File: config.mk
export PLATFORM = sky130hd
export DESIGN_NAME = utf8_symbol_trimmer_top
export DESIGN_NICKNAME = d
export VERILOG_FILES = /design/src/hdl/utf8st_pkg.sv /design/src/hdl/utf8st_front.sv /design/src/hdl/utf8st_fifo.sv /design/src/hdl/utf8st_back.sv /design/src/hdl/utf8_symbol_trimmer_top.sv
export SDC_FILE = /design/constraint.sdc
export NUM_CORES = 1
export LEC_CHECK = 0
export BUFFER_PORTS_ARGS = -buffer_cell sky130_fd_sc_hd__buf_2
export CORE_ASPECT_RATIO = 1.2
export CORE_MARGIN = 4
export CORE_UTILIZATION = 35
export DETAILED_ROUTE_END_ITERATION = 12
export GPL_ROUTABILITY_DRIVEN = 0
export PLACE_DENSITY = 0.47
export SETUP_SLACK_MARGIN = 0.1
export SYNTH_ARGS = -nofsm -noshare
export SYNTH_HDL_FRONTEND = slang
export SYNTH_SLANG_ARGS = --single-unit
File: constraint.sdc
create_clock -name clk -period 7.4 [get_ports clk]
set_input_delay 1.11 -clock clk [delete_from_list [all_inputs] [get_ports clk]]
set_output_delay 1.11 -clock clk [all_outputs]
set_load 0.01 [all_outputs]
File: src/hdl/utf8st_pkg.sv
// Shared constants, codes and types of the UTF-8 symbol trimmer.
package utf8st_pkg;

	localparam int SYMBOL_MAX = 8;
	localparam int IDX_W      = $clog2(SYMBOL_MAX);
	localparam int KEPT_W     = $clog2(SYMBOL_MAX + 1);
	localparam int LEN_W      = 8;
	localparam int COUNT_W    = 20;
	localparam int LIMIT_W    = 16;

	localparam logic [LEN_W-1:0]  LEN_SAT      = {LEN_W{1'b1}};
	localparam logic [LEN_W-1:0]  SYM_MAX_LEN  = LEN_W'(SYMBOL_MAX);
	localparam logic [KEPT_W-1:0] SYM_MAX_KEPT = KEPT_W'(SYMBOL_MAX);

	localparam int CFG_IDX_W  = 1;
	localparam int CFG_DATA_W = 16;
	localparam logic [CFG_IDX_W-1:0]  REG_BYTE_LIMIT  = 1'd0;
	localparam logic [CFG_IDX_W-1:0]  REG_STRICT_MODE = 1'd1;
	localparam logic [LIMIT_W-1:0]    BYTE_LIMIT_RST  = 16'd16;

	localparam int FIFO_DEPTH = 4;
	localparam int FIFO_PTR_W = $clog2(FIFO_DEPTH);
	localparam int FIFO_CNT_W = $clog2(FIFO_DEPTH + 1);

	// byte classes
	localparam logic [7:0] CONT_MASK = 8'hC0;
	localparam logic [7:0] CONT_TAG  = 8'h80;
	// zero width joiner E2 80 8D
	localparam logic [7:0] ZWJ_B0 = 8'hE2;
	localparam logic [7:0] ZWJ_B1 = 8'h80;
	localparam logic [7:0] ZWJ_B2 = 8'h8D;
	// variation selector EF B8 80..8F
	localparam logic [7:0] VS_B0    = 8'hEF;
	localparam logic [7:0] VS_B1    = 8'hB8;
	localparam logic [7:0] VS_B2_LO = 8'h80;
	localparam logic [7:0] VS_B2_HI = 8'h8F;

	// one classified item in the queue
	typedef struct packed {
		logic [7:0] byte_value;
		logic       present;
		logic       eos;
		logic       start;   // byte opens a new symbol
		logic       first;   // byte opens the first symbol of the string
	} entry_t;

	typedef struct packed {
		logic full;
		logic empty;
	} fifo_stat_t;

	typedef struct packed {
		logic emitting;   // draining a kept symbol
		logic appended;   // head item's byte taken, its end still due
	} back_stat_t;

endpackage

File: src/hdl/utf8st_front.sv
// Front end: accepts input items and marks symbol boundaries.
module utf8st_front (
	input  logic                clk,
	input  logic                arst_n,
	input  logic                in_valid,
	output logic                in_ready,
	input  logic [7:0]          byte_value,
	input  logic                byte_present,
	input  logic                end_of_string,
	input  utf8st_pkg::fifo_stat_t fifo_stat,
	output logic                push,
	output utf8st_pkg::entry_t  push_data
);
	import utf8st_pkg::*;

	logic at_start_q;

	assign in_ready = !fifo_stat.full;
	assign push     = in_valid && in_ready;

	always_comb begin
		push_data.byte_value = byte_value;
		push_data.present    = byte_present;
		push_data.eos        = end_of_string;
		push_data.start      = byte_present &&
			(at_start_q || ((byte_value & CONT_MASK) != CONT_TAG));
		push_data.first      = at_start_q;
	end

	always_ff @(posedge clk or negedge arst_n) begin
		if (!arst_n) begin
			at_start_q <= 1'b1;
		end else if (push) begin
			if (end_of_string) begin
				at_start_q <= 1'b1;
			end else if (byte_present) begin
				at_start_q <= 1'b0;
			end
		end
	end

endmodule

File: src/hdl/utf8st_fifo.sv
// Short queue of classified items between front and back end.
module utf8st_fifo (
	input  logic                   clk,
	input  logic                   arst_n,
	input  logic                   push,
	input  utf8st_pkg::entry_t     push_data,
	input  logic                   pop,
	output utf8st_pkg::entry_t     head,
	output utf8st_pkg::fifo_stat_t stat
);
	import utf8st_pkg::*;

	entry_t                mem_q [FIFO_DEPTH];
	logic [FIFO_PTR_W-1:0] wr_ptr_q;
	logic [FIFO_PTR_W-1:0] rd_ptr_q;
	logic [FIFO_CNT_W-1:0] cnt_q;

	assign stat.full  = (cnt_q == FIFO_CNT_W'(FIFO_DEPTH));
	assign stat.empty = (cnt_q == '0);
	assign head       = mem_q[rd_ptr_q];

	always_ff @(posedge clk) begin
		if (push) begin
			mem_q[wr_ptr_q] <= push_data;
		end
	end

	always_ff @(posedge clk or negedge arst_n) begin
		if (!arst_n) begin
			wr_ptr_q <= '0;
			rd_ptr_q <= '0;
			cnt_q    <= '0;
		end else begin
			if (push) begin
				wr_ptr_q <= wr_ptr_q + FIFO_PTR_W'(1);
			end
			if (pop) begin
				rd_ptr_q <= rd_ptr_q + FIFO_PTR_W'(1);
			end
			case ({push, pop})
				2'b10:   cnt_q <= cnt_q + FIFO_CNT_W'(1);
				2'b01:   cnt_q <= cnt_q - FIFO_CNT_W'(1);
				default: cnt_q <= cnt_q;
			endcase
		end
	end

endmodule

File: src/hdl/utf8st_back.sv
// Back end: symbol buffer, budget count, trim decision and output register.
module utf8st_back (
	input  logic                       clk,
	input  logic                       arst_n,
	input  utf8st_pkg::entry_t         head,
	input  utf8st_pkg::fifo_stat_t     fifo_stat,
	output logic                       pop,
	input  logic [utf8st_pkg::LIMIT_W-1:0] byte_limit,
	input  logic                       strict_mode,
	output logic                       res_valid,
	input  logic                       res_ready,
	output logic [7:0]                 out_byte,
	output logic                       out_valid,
	output logic                       end_of_output,
	output logic                       symbol_overflow,
	output utf8st_pkg::back_stat_t     stat
);
	import utf8st_pkg::*;

	typedef enum logic {ST_HEAD, ST_EMIT} state_t;

	localparam logic signed [COUNT_W:0] SUM_MAX = {2'b00, {(COUNT_W-1){1'b1}}};
	localparam logic signed [COUNT_W:0] SUM_MIN = {2'b11, {(COUNT_W-1){1'b0}}};

	state_t              state_q;
	logic [7:0]          buf_q [SYMBOL_MAX];
	logic [LEN_W-1:0]    plen_q;
	logic                pfirst_q;
	logic                stopped_q;
	logic [COUNT_W-1:0]  count_q;
	logic                appended_q;
	logic [KEPT_W-1:0]   emit_idx_q;
	logic [KEPT_W-1:0]   emit_last_q;
	logic                emit_ovf_q;
	logic                out_vld_q;
	logic [7:0]          out_byte_q;
	logic                out_valid_q;
	logic                out_eoo_q;
	logic                out_ovf_q;

	logic                have, phase2, fin_need, judge, do_append, slot_free;
	logic                emit_mark, out_load;
	logic                is_zwj, is_vs, keep, stop_now;
	logic signed [COUNT_W:0] weight, sum, sat_sum, limit_ext;
	logic [KEPT_W-1:0]   kept_n;

	assign have      = !fifo_stat.empty;
	// second phase: the byte is in (or absent), only the string end is left
	assign phase2    = appended_q || !head.present;
	assign fin_need  = phase2 ? head.eos : head.start;
	assign judge     = have && (state_q == ST_HEAD) && fin_need && (plen_q != '0);
	assign do_append = have && (state_q == ST_HEAD) && !judge && !phase2;
	assign slot_free = !out_vld_q || res_ready;
	// end marker goes out once the last symbol of the string is settled
	assign emit_mark = have && (state_q == ST_HEAD) && !judge && phase2 && head.eos &&
		slot_free;
	assign out_load  = emit_mark || ((state_q == ST_EMIT) && slot_free);

	always_comb begin
		pop = 1'b0;
		if (have && (state_q == ST_HEAD) && !judge) begin
			if (!phase2) begin
				pop = !head.eos;
			end else begin
				pop = !head.eos || slot_free;
			end
		end
	end

	assign is_zwj = (plen_q == LEN_W'(3)) && (buf_q[0] == ZWJ_B0) &&
		(buf_q[1] == ZWJ_B1) && (buf_q[2] == ZWJ_B2);
	assign is_vs  = (plen_q == LEN_W'(3)) && (buf_q[0] == VS_B0) &&
		(buf_q[1] == VS_B1) && (buf_q[2] >= VS_B2_LO) && (buf_q[2] <= VS_B2_HI);

	always_comb begin
		if (strict_mode || !(is_zwj || is_vs)) begin
			weight = $signed({{(COUNT_W+1-LEN_W){1'b0}}, plen_q});
		end else if (is_zwj) begin
			weight = -(COUNT_W+1)'(3);
		end else begin
			weight = '0;
		end
		sum = $signed({count_q[COUNT_W-1], count_q}) + weight;
		if (sum > SUM_MAX) begin
			sat_sum = SUM_MAX;
		end else if (sum < SUM_MIN) begin
			sat_sum = SUM_MIN;
		end else begin
			sat_sum = sum;
		end
		limit_ext = $signed({{(COUNT_W+1-LIMIT_W){1'b0}}, byte_limit});
		stop_now  = (sat_sum >= limit_ext);
		keep      = !stopped_q && (byte_limit != '0) && (pfirst_q || !stop_now);
		kept_n    = (plen_q < SYM_MAX_LEN) ? plen_q[KEPT_W-1:0] : SYM_MAX_KEPT;
	end

	// symbol buffer; entries beyond the length are never read
	always_ff @(posedge clk) begin
		if (do_append && (plen_q < SYM_MAX_LEN)) begin
			buf_q[plen_q[IDX_W-1:0]] <= head.byte_value;
		end
	end

	always_ff @(posedge clk or negedge arst_n) begin
		if (!arst_n) begin
			state_q     <= ST_HEAD;
			plen_q      <= '0;
			pfirst_q    <= 1'b0;
			stopped_q   <= 1'b0;
			count_q     <= '0;
			appended_q  <= 1'b0;
			emit_idx_q  <= '0;
			emit_last_q <= '0;
			emit_ovf_q  <= 1'b0;
			out_vld_q   <= 1'b0;
			out_byte_q  <= '0;
			out_valid_q <= 1'b0;
			out_eoo_q   <= 1'b0;
			out_ovf_q   <= 1'b0;
		end else begin
			if (out_vld_q && res_ready && !out_load) begin
				out_vld_q <= 1'b0;
			end
			case (state_q)
				ST_HEAD: begin
					if (judge) begin
						if (!stopped_q) begin
							if (byte_limit == '0) begin
								stopped_q <= 1'b1;
							end else if (!pfirst_q) begin
								count_q   <= sat_sum[COUNT_W-1:0];
								stopped_q <= stop_now;
							end
						end
						if (keep) begin
							emit_idx_q  <= '0;
							emit_last_q <= kept_n - KEPT_W'(1);
							emit_ovf_q  <= (plen_q > SYM_MAX_LEN);
							state_q     <= ST_EMIT;
						end else begin
							plen_q   <= '0;
							pfirst_q <= 1'b0;
						end
					end else if (do_append) begin
						if (plen_q != LEN_SAT) begin
							plen_q <= plen_q + LEN_W'(1);
						end
						if (head.start) begin
							pfirst_q <= head.first;
						end
						if (head.eos) begin
							appended_q <= 1'b1;
						end
					end else if (emit_mark) begin
						out_vld_q   <= 1'b1;
						out_byte_q  <= '0;
						out_valid_q <= 1'b0;
						out_eoo_q   <= 1'b1;
						out_ovf_q   <= 1'b0;
						stopped_q   <= 1'b0;
						count_q     <= '0;
						plen_q      <= '0;
						pfirst_q    <= 1'b0;
						appended_q  <= 1'b0;
					end
				end
				ST_EMIT: begin
					if (slot_free) begin
						out_vld_q   <= 1'b1;
						out_byte_q  <= buf_q[emit_idx_q[IDX_W-1:0]];
						out_valid_q <= 1'b1;
						out_eoo_q   <= 1'b0;
						out_ovf_q   <= emit_ovf_q;
						emit_idx_q  <= emit_idx_q + KEPT_W'(1);
						if (emit_idx_q == emit_last_q) begin
							plen_q   <= '0;
							pfirst_q <= 1'b0;
							state_q  <= ST_HEAD;
						end
					end
				end
				default: state_q <= ST_HEAD;
			endcase
		end
	end

	assign res_valid       = out_vld_q;
	assign out_byte        = out_byte_q;
	assign out_valid       = out_valid_q;
	assign end_of_output   = out_eoo_q;
	assign symbol_overflow = out_ovf_q;
	assign stat.emitting   = (state_q == ST_EMIT);
	assign stat.appended   = appended_q;

endmodule

File: src/hdl/utf8_symbol_trimmer_top.sv
// Top level of the UTF-8 symbol trimmer: config registers, front, queue, back.
//
//  channel | handshake            | payload
//  --------+----------------------+-----------------------------------------------
//  in      | in_valid / in_ready  | byte_value, byte_present, end_of_string
//  result  | res_valid / res_ready| out_byte, out_valid, end_of_output, symbol_overflow
//  config  | cfg_we (no wait)     | cfg_index, cfg_data
//
// The front takes one item per cycle while the 4-entry queue has room.
// The back takes the queued items in turn; a byte that opens a new symbol, or
// the end of the string, first has the pending symbol judged against the budget and
// its kept bytes (up to SYMBOL_MAX) emitted, and an end of string then sends the marker.
// Reset clears all control state at once; no clearing pass is needed.
// A stalled result holds the back only; the front keeps filling the queue.
module utf8_symbol_trimmer_top (
	input  logic                              clk,
	input  logic                              arst_n,
	// input items
	input  logic                              in_valid,
	output logic                              in_ready,
	input  logic [7:0]                        byte_value,
	input  logic                              byte_present,
	input  logic                              end_of_string,
	// result items
	output logic                              res_valid,
	input  logic                              res_ready,
	output logic [7:0]                        out_byte,
	output logic                              out_valid,
	output logic                              end_of_output,
	output logic                              symbol_overflow,
	// configuration writes
	input  logic                              cfg_we,
	input  logic [utf8st_pkg::CFG_IDX_W-1:0]  cfg_index,
	input  logic [utf8st_pkg::CFG_DATA_W-1:0] cfg_data
);
	import utf8st_pkg::*;

	logic [LIMIT_W-1:0] byte_limit_q;
	logic               strict_mode_q;

	logic       push, pop;
	entry_t     push_data, head;
	fifo_stat_t fifo_stat;
	back_stat_t back_stat;

	// Registers are to be written by the user only while the block is idle, so the back end
	// sees a steady limit and mode for every symbol it judges; the block does not enforce this.
	always_ff @(posedge clk or negedge arst_n) begin
		if (!arst_n) begin
			byte_limit_q  <= BYTE_LIMIT_RST;
			strict_mode_q <= 1'b0;
		end else if (cfg_we) begin
			case (cfg_index)
				REG_BYTE_LIMIT:  byte_limit_q  <= cfg_data[LIMIT_W-1:0];
				REG_STRICT_MODE: strict_mode_q <= cfg_data[0];
				default:         ;
			endcase
		end
	end

	// Front: tags each byte as symbol start / first symbol of the string.
	utf8st_front u_front (
		.clk           (clk),
		.arst_n        (arst_n),
		.in_valid      (in_valid),
		.in_ready      (in_ready),
		.byte_value    (byte_value),
		.byte_present  (byte_present),
		.end_of_string (end_of_string),
		.fifo_stat     (fifo_stat),
		.push          (push),
		.push_data     (push_data)
	);

	// Queue decouples input acceptance from symbol emission bursts.
	utf8st_fifo u_fifo (
		.clk       (clk),
		.arst_n    (arst_n),
		.push      (push),
		.push_data (push_data),
		.pop       (pop),
		.head      (head),
		.stat      (fifo_stat)
	);

	// Back: buffers the pending symbol, updates the count, emits or drops it.
	// The head item stays in the queue until all of its work is done.
	utf8st_back u_back (
		.clk             (clk),
		.arst_n          (arst_n),
		.head            (head),
		.fifo_stat       (fifo_stat),
		.pop             (pop),
		.byte_limit      (byte_limit_q),
		.strict_mode     (strict_mode_q),
		.res_valid       (res_valid),
		.res_ready       (res_ready),
		.out_byte        (out_byte),
		.out_valid       (out_valid),
		.end_of_output   (end_of_output),
		.symbol_overflow (symbol_overflow),
		.stat            (back_stat)
	);

	// The end marker never carries a byte or an overflow flag.
	a_marker_clean: assert property (@(posedge clk) disable iff (!arst_n)
		res_valid && end_of_output |-> !out_valid && (out_byte == 8'h00) && !symbol_overflow)
		else $error("end marker carries payload");

	// Overflow is only ever flagged on kept bytes.
	a_ovf_on_bytes: assert property (@(posedge clk) disable iff (!arst_n)
		res_valid && symbol_overflow |-> out_valid && !end_of_output)
		else $error("overflow flag outside a kept byte");

	// While the back is mid-item, that item must still sit at the queue head.
	a_head_held: assert property (@(posedge clk) disable iff (!arst_n)
		back_stat.emitting || back_stat.appended |-> !fifo_stat.empty)
		else $error("head item popped before its work finished");

	// No pop may happen while a kept symbol is being drained.
	a_no_pop_emit: assert property (@(posedge clk) disable iff (!arst_n)
		back_stat.emitting |-> !pop)
		else $error("queue popped during emission");

endmodule
==> metrics.txt, run 1 <==
outcome=finished, final reports clean; CP Capture Type=flip-flop; DP Area=0.0104 mm²; fin. max-slew vios=0; clock power share=0.225; post-synthesis cell area=0.00983 mm²; Avg Synthesized Cell Area=12.1 µm²; Post-synth top flop=edfxtp_1; number of global-route vias before repair=6656; met2 WL=11600 µm; max cap viols=0; post-synth cell types=82; final hold viol count=0; P_int=2550 µW; Max Freq=150 MHz; antenna-violating nets left=0; sequential group share of total power=0.389; Slew headroom=0.194; Reg clk slew, reported paths=80 ps; design area=0.0110 mm²; Register Area=0.00532 mm²; synthesized net count=892; htree depth=4; PostCTS Resize Cnt=0; initial antenna violation count=0; clk_lat worst skew=440 ps; fillers=2634; Max clock buf depth=2; layout cells sized above 1=0.196; Post-synth top cells=112 x edfxtp_1, 78 x nand2_1, 76 x dfrtp_1; clk root buf=clkbuf_16; #FFs+latches synth=190; count leader, synth=edfxtp_1; placed wire-length estimate=17000 µm; cells after synthesis=813; Post-CTS Hold Fix Bufs=0; largest area contributor in the netlist=edfxtp_1; final hold slack=481 ps; Vias/cell=5.22; vias=6444; logic gate share of total power=0.385; Initial Util=0.359; Clock Sinks=190; total CTS buffers=17; io pins=45; uppermost layer routed=met4; critical path class=flip-flop to flip-flop; CP required=7740 ps; post-synth top area share=0.342; Synth async-reset ratio=0.411; post-CTS setup buffers=0; Worst Hold Class=flip-flop to flip-flop; CTS tree=done; first-pass GRT wire length=37700 µm; Worst Max-Slew Pin Slew=1210 ps; RSZ-0062 raised after global routing=no; met3 WL=726 µm; Die Width=161 µm; Switch Pwr=1630 µW; core area=0.0274 mm²; pre-CTS setup slack=374 ps; sequential share of the synthesized area=0.541; Worst Skew=13.5 ps; maximum VDD drop=212 µV; yosys warns=0; CP max FO=20; NumNets Final=927; Tot GR Track Use=0.157; crit share post-route=0.898; DRT iter0 DRCs=371; pin count of the biggest net entering global routing=52; port buffer count=44; antenna diode count=0; Routed met1 length=10600 µm; Die Area=0.0309 mm²; footprint of the multi-input gates=0.00417 mm²; final setup fails=0; switch share=0.391; Congestion Overflow GR=0; overall die height=192 µm; DRT Pass-1 Iters=5; Sum Neg Setup Slack=0 ps; Tmin final=6650 ps; worst setup margin=754 ps; P_leak=0.00445 µW; Worst EP arrival=6980 ps; routed wire length=23300 µm; Area Overhead vs Synth=12.3%; Synth area leaders=edfxtp_1 34%, dfrtp_1 19%, mux4_2 6.4%; DRC viols=0; Post-synth EDFFs=112; final core area utilization=0.403; total power per unit cell area=379 mW/mm²; critical path launch point type=flip-flop; WL/cell=18.8 µm; row cnt=66
==> cell type report <==
cell class / instances / share of cell area
timing repair buffer: 53 / 0.0263
clock inverter: 15 / 0.0176
tap: 374 / 0.0424
clock buffer: 17 / 0.0385
inverter: 47 / 0.0160
multi-input combinational: 539 / 0.377
sequential: 190 / 0.482
==> flip-flops by register name, indices dropped and copies added, names as in the netlist, 2 cells and up <==
signal	cells
u_back.count_q	20
u_back.plen_q	8
u_fifo.rd_ptr_q	2
u_back.emit_last_q	4
u_back.buf_q	64
u_back.out_byte	8
byte_limit_q	16
u_fifo.wr_ptr_q	2
u_back.emit_idx_q	4
u_fifo.cnt_q	3
u_fifo.mem_q	48
==> per-stage QoR <==
step	std cells	total power, µW
final	1235	4180
after global routing	1235	4490
after CTS	1235	4230
after detailed placement	1203	3270
after global placement	1203	3230
after floorplan	813	2780
==> power by group through the flow <==
stage	Combinational (µW)	Sequential, µW	Clock (µW)
floorplan	1230	1560	0
CTS	1620	1630	973
detailed placement	1610	1650	0
global placement	1590	1650	0
global route	1820	1660	1010
finish	1610	1630	942
==> worst paths after layout <==
| path | end | start | cells past startpoint | slack, ps |
|---|---|---|---|---|
| max in group asynchronous | u_back.plen_q[0]$_DFFE_PN0P_ | arst_n | 2 | 5730 |
| worst min register to register | u_back.out_valid$_DFFE_PN0P_ | u_back.out_valid$_DFFE_PN0P_ | 2 | 480 |
| worst min-delay path | u_back.out_valid$_DFFE_PN0P_ | u_back.out_valid$_DFFE_PN0P_ | 2 | 480 |
| min in group asynchronous | u_fifo.wr_ptr_q[1]$_DFFE_PN0P_ | arst_n | 1 | 600 |
| worst max-delay path | u_back.emit_last_q[0]$_DFFE_PN0P_ | u_back.plen_q[1]$_DFFE_PN0P_ | 26 | 750 |
| worst max register to register | u_back.emit_last_q[0]$_DFFE_PN0P_ | u_back.plen_q[1]$_DFFE_PN0P_ | 26 | 750 |
==> per-layer routing <==
metal | GRT usage | vias to the layer above
met5 | 0 | -
met4 | 0.0417 | 0
met3 | 0.0249 | 19
met2 | 0.267 | 124
met1 | 0.209 | 3205
li1 | - | 3096
==> critical path: stages (launching register included) <==
cell and delay [ps]:
dfrtp_1 540, ha_1 300, nand2_1 70, nor4_1 230
nand3_1 100, nor3_1 200, and3_1 190, buf_4 260
or2_2 190, inv_1 50, ha_1 260, a21o_1 200
a221o_2 480, a21oi_4 220, o21ai_2 160, xor2_2 230
nor2_1 430, o21ai_0 270, ha_1 350, a21oi_1 140
nor2b_1 60, o21ai_0 200, o2111ai_1 160, a31oi_2 350
o2111ai_4 220, a21oi_4 380, mux2_4 330
==> placed cells by master (no fill, tap or decap), drive strengths merged, types with 5 or more instances in the layout <==
master / netlist / routed
a22o: 5 / 5
inv: 47 / 57
a211oi: 5 / 5
nand2b: 14 / 14
o21a: 5 / 5
nand4: 12 / 12
mux4: 28 / 28
a21oi: 46 / 46
dfrtp: 76 / 76
and3: 9 / 9
a31o: 5 / 5
nor4: 13 / 13
o21ai: 61 / 61
or2: 10 / 10
mux2i: 13 / 13
nor2: 29 / 29
and2: 7 / 7
clkinv: 0 / 5
nand2: 78 / 78
xor2: 11 / 11
nand3: 38 / 38
nor3: 7 / 7
xnor2: 16 / 16
edfxtp: 112 / 112
buf: 18 / 53
a21o: 9 / 9
mux2: 7 / 7
ha: 45 / 45
a31oi: 6 / 6
clkbuf: 19 / 17
==> cell families (layout without fill, tap and decap cells) <==
logic type	Yosys count	count (layout)	share of synthesized area
AND/OR/NAND/NOR	239	239	0.124
buffers and inverters	84	132	0.0401
adder cells (fa/ha/maj)	51	51	0.0655
AO/OA/AOI/OAI	174	174	0.119
XOR/XNOR	27	27	0.0248
flip-flops	190	190	0.541
multiplexers	48	48	0.0865
Note: power is estimated with default switching activity, not from simulation.
==> inputs of run 2 (changes only) <==
SYNTH_HIERARCHICAL = 1   (was default)
==> run 2 against run 1 <==
  * Synthesized cell count decreased by 5.8%
  * Combinational power decreased by 30%
  * Final cell count decreased by 3.6%
  * Power decreased by 13%
  * Die area decreased by 0.65%
  * Via count decreased by 4.2%
  * Register-to-register slack got worse by 110 ps
  * Clock power decreased by 2.1%
  * Critical endpoint is now u_back/emit_idx_q[0]$_DFFE_PN0P_
  * Sequential cell count unchanged
  * Clock skew increased by 4.6 ps
==> metrics.txt, run 2 <==
number of global-route vias before repair=6399 (was 6656); WL/cell=18.8 µm (about the same); max cap viols=0 (unchanged); P_leak=0.00443 µW (was 0.00445 µW); max FFs per register=64 (unchanged); placed wire-length estimate=16500 µm (was 17000 µm); Sum Neg Setup Slack=0 ps (unchanged); Reg clk slew, reported paths=70 ps (was 80 ps); Worst Hold Class=flip-flop to flip-flop (unchanged); yosys warns=6 (was 0); DP Cell Count=1156 (was 1203); port buffer count=44 (unchanged); Critical-path top delay cell=fa_1 (was dfrtp_1); Avg Synthesized Cell Area=12.7 µm² (was 12.1 µm²); RSZ-0062 raised after global routing=no (unchanged); Max clock buf depth=2 (unchanged); vias=6176 (was 6444); first-pass GRT wire length=35600 µm (was 37700 µm); NumNets Final=882 (was 927); fillers=2585 (was 2634); final hold slack=474 ps (was 481 ps); pin count of the biggest net entering global routing=58 (was 52); Most flops, register=u_back/buf_q (was u_back.buf_q); Slew headroom=0.255 (was 0.194); row cnt=66 (unchanged); final core area utilization=0.400 (was 0.403); maximum VDD drop=240 µV (was 212 µV); slowest stage delay, CP=390 ps (was 540 ps); Vias/cell=5.19 (was 5.22); io pins=45 (unchanged); core area=0.0273 mm² (was 0.0274 mm²); Worst EP arrival=7060 ps (was 6980 ps); post-synthesis cell area=0.00977 mm² (was 0.00983 mm²); CP max FO=15 (was 20); CP required=7710 ps (was 7740 ps); Initial Util=0.357 (was 0.359); Max Freq=148 MHz (was 150 MHz); CTS tree=done (unchanged); commonest non-fill, non-tap cells in the layout=112 x edfxtp_1, 76 x dfrtp_1, 56 x nand2_1, 46 x inv_1, 45 x ha_1 (was 112 x edfxtp_1, 77 x nand2_1, 75 x dfrtp_1, 57 x o21ai_0, 47 x inv_1); total power per unit cell area=331 mW/mm² (was 379 mW/mm²); clk_lat worst skew=440 ps (about the same); antenna-violating nets left=0 (unchanged); Crit path top cell by count=nand2_1 (was ha_1); CP Capture Type=flip-flop (unchanged); Die Width=160 µm (was 161 µm); initial antenna violation count=0 (unchanged); total CTS buffers=17 (unchanged); final hold viol count=0 (unchanged); commonest non-fill, non-tap cell in the layout=edfxtp_1 (unchanged); Clock Sinks=190 (unchanged); Tot GR Track Use=0.149 (was 0.157); crit share post-route=0.913 (was 0.898); Area Overhead vs Synth=12.0% (was 12.3%); outcome=finished, final reports clean (unchanged); DRC viols=0 (unchanged); synthesized net count=845 (was 892); Tmin final=6750 ps (was 6650 ps); fin. max-slew vios=0 (unchanged); Die Area=0.0306 mm² (was 0.0309 mm²); Worst Max-Slew Pin Slew=1110 ps (was 1210 ps); htree depth=4 (unchanged); Worst Skew=18.1 ps (was 13.5 ps); layout cells sized above 1=0.185 (was 0.196); Regs by FF count=u_back/buf_q (64), u_fifo/mem_q (48), u_back/count_q (20) (was u_back.buf_q (64), u_fifo.mem_q (48), u_back.count_q (20)); overall die height=191 µm (was 192 µm); DRT Pass-1 Iters=5 (unchanged); cells after synthesis=766 (was 813); Non-Filler Instances=1190 (was 1235); Congestion Overflow GR=0 (unchanged); clk root buf=clkbuf_16 (unchanged); antenna diode count=0 (unchanged); routed wire length=22400 µm (was 23300 µm); critical path launch point type=flip-flop (unchanged); Post-CTS Hold Fix Bufs=0 (unchanged); critical path class=flip-flop to flip-flop (unchanged); final setup fails=0 (unchanged); FF-to-FF setup slack=650 ps (was 750 ps); DRT iter0 DRCs=288 (was 371)
## run 2: layer usage
layer / vias up / wire length, µm / track usage
li1: 2960 / - / -
met3: 22 / 926 / 0.0295
met1: 3068 / 10400 / 0.202
met5: - / 0 / 0
met4: 0 / 351 / 0.0483
met2: 126 / 10700 / 0.242
## run 2: repair_timing
action / 4_1_cts / 5_1_grt
setup buffers: 0 / 2
setup endpoints to repair: 0 / 20
resized for setup: 0 / 8
## run 2: power breakdown
group | total, µW | internal [µW] | switching, µW | leakage, µW
Combinational | 1120 | 472 | 646 | 0.00213
Sequential | 1580 | 1390 | 184 | 0.00200
Clock | 922 | 511 | 411 | 0.000305
Total | 3620 | 2380 | 1240 | 0.00443
## run 2: path summary, 6_finish.rpt
kind                                                    from                               end  depth (start not counted)
worst max-delay path            u_back/plen_q[2]$_DFFE_PN0P_  u_back/emit_idx_q[0]$_DFFE_PN0P_                         27
worst min-delay path            u_back/out_valid$_DFFE_PN0P_      u_back/out_valid$_DFFE_PN0P_                          2
worst max register to register  u_back/plen_q[2]$_DFFE_PN0P_  u_back/emit_idx_q[0]$_DFFE_PN0P_                         27
worst min register to register  u_back/out_valid$_DFFE_PN0P_      u_back/out_valid$_DFFE_PN0P_                          2
max in group asynchronous                             arst_n    u_back/out_byte[4]$_DFFE_PN0P_                          2
min in group asynchronous                             arst_n      byte_limit_q[11]$_DFFE_PN0P_                          1
## run 2: cell type report
type	count	area [µm²]	area share
clock inverters	10	90.1	0.00824
flip-flops and latches	190	5320	0.486
well taps	374	468	0.0428
inverters	47	180	0.0165
multi-input cells	492	4060	0.371
repair buffers	55	305	0.0279
clock buffers	22	518	0.0474
## run 2: worst max-delay path: cells and delay by family, from the launching register on
| family | cells | cell delay [ps] |
|---|---|---|
| AND/OR/NAND/NOR | 13 | 2690 |
| AO/OA/AOI/OAI | 7 | 1910 |
| adder cells (fa/ha/maj) | 3 | 890 |
| buffers and inverters | 3 | 440 |
| flip-flops | 1 | 360 |
| multiplexers | 1 | 330 |
## run 2: metrics by stage
stage,power [µW],area [µm²],setup slack (ps)
floorplan,2380,9770,1580
global placement,2700,10300,694
detailed placement,2730,10300,448
CTS,3670,10900,441
global route,3860,10900,107
finish,3620,10900,646
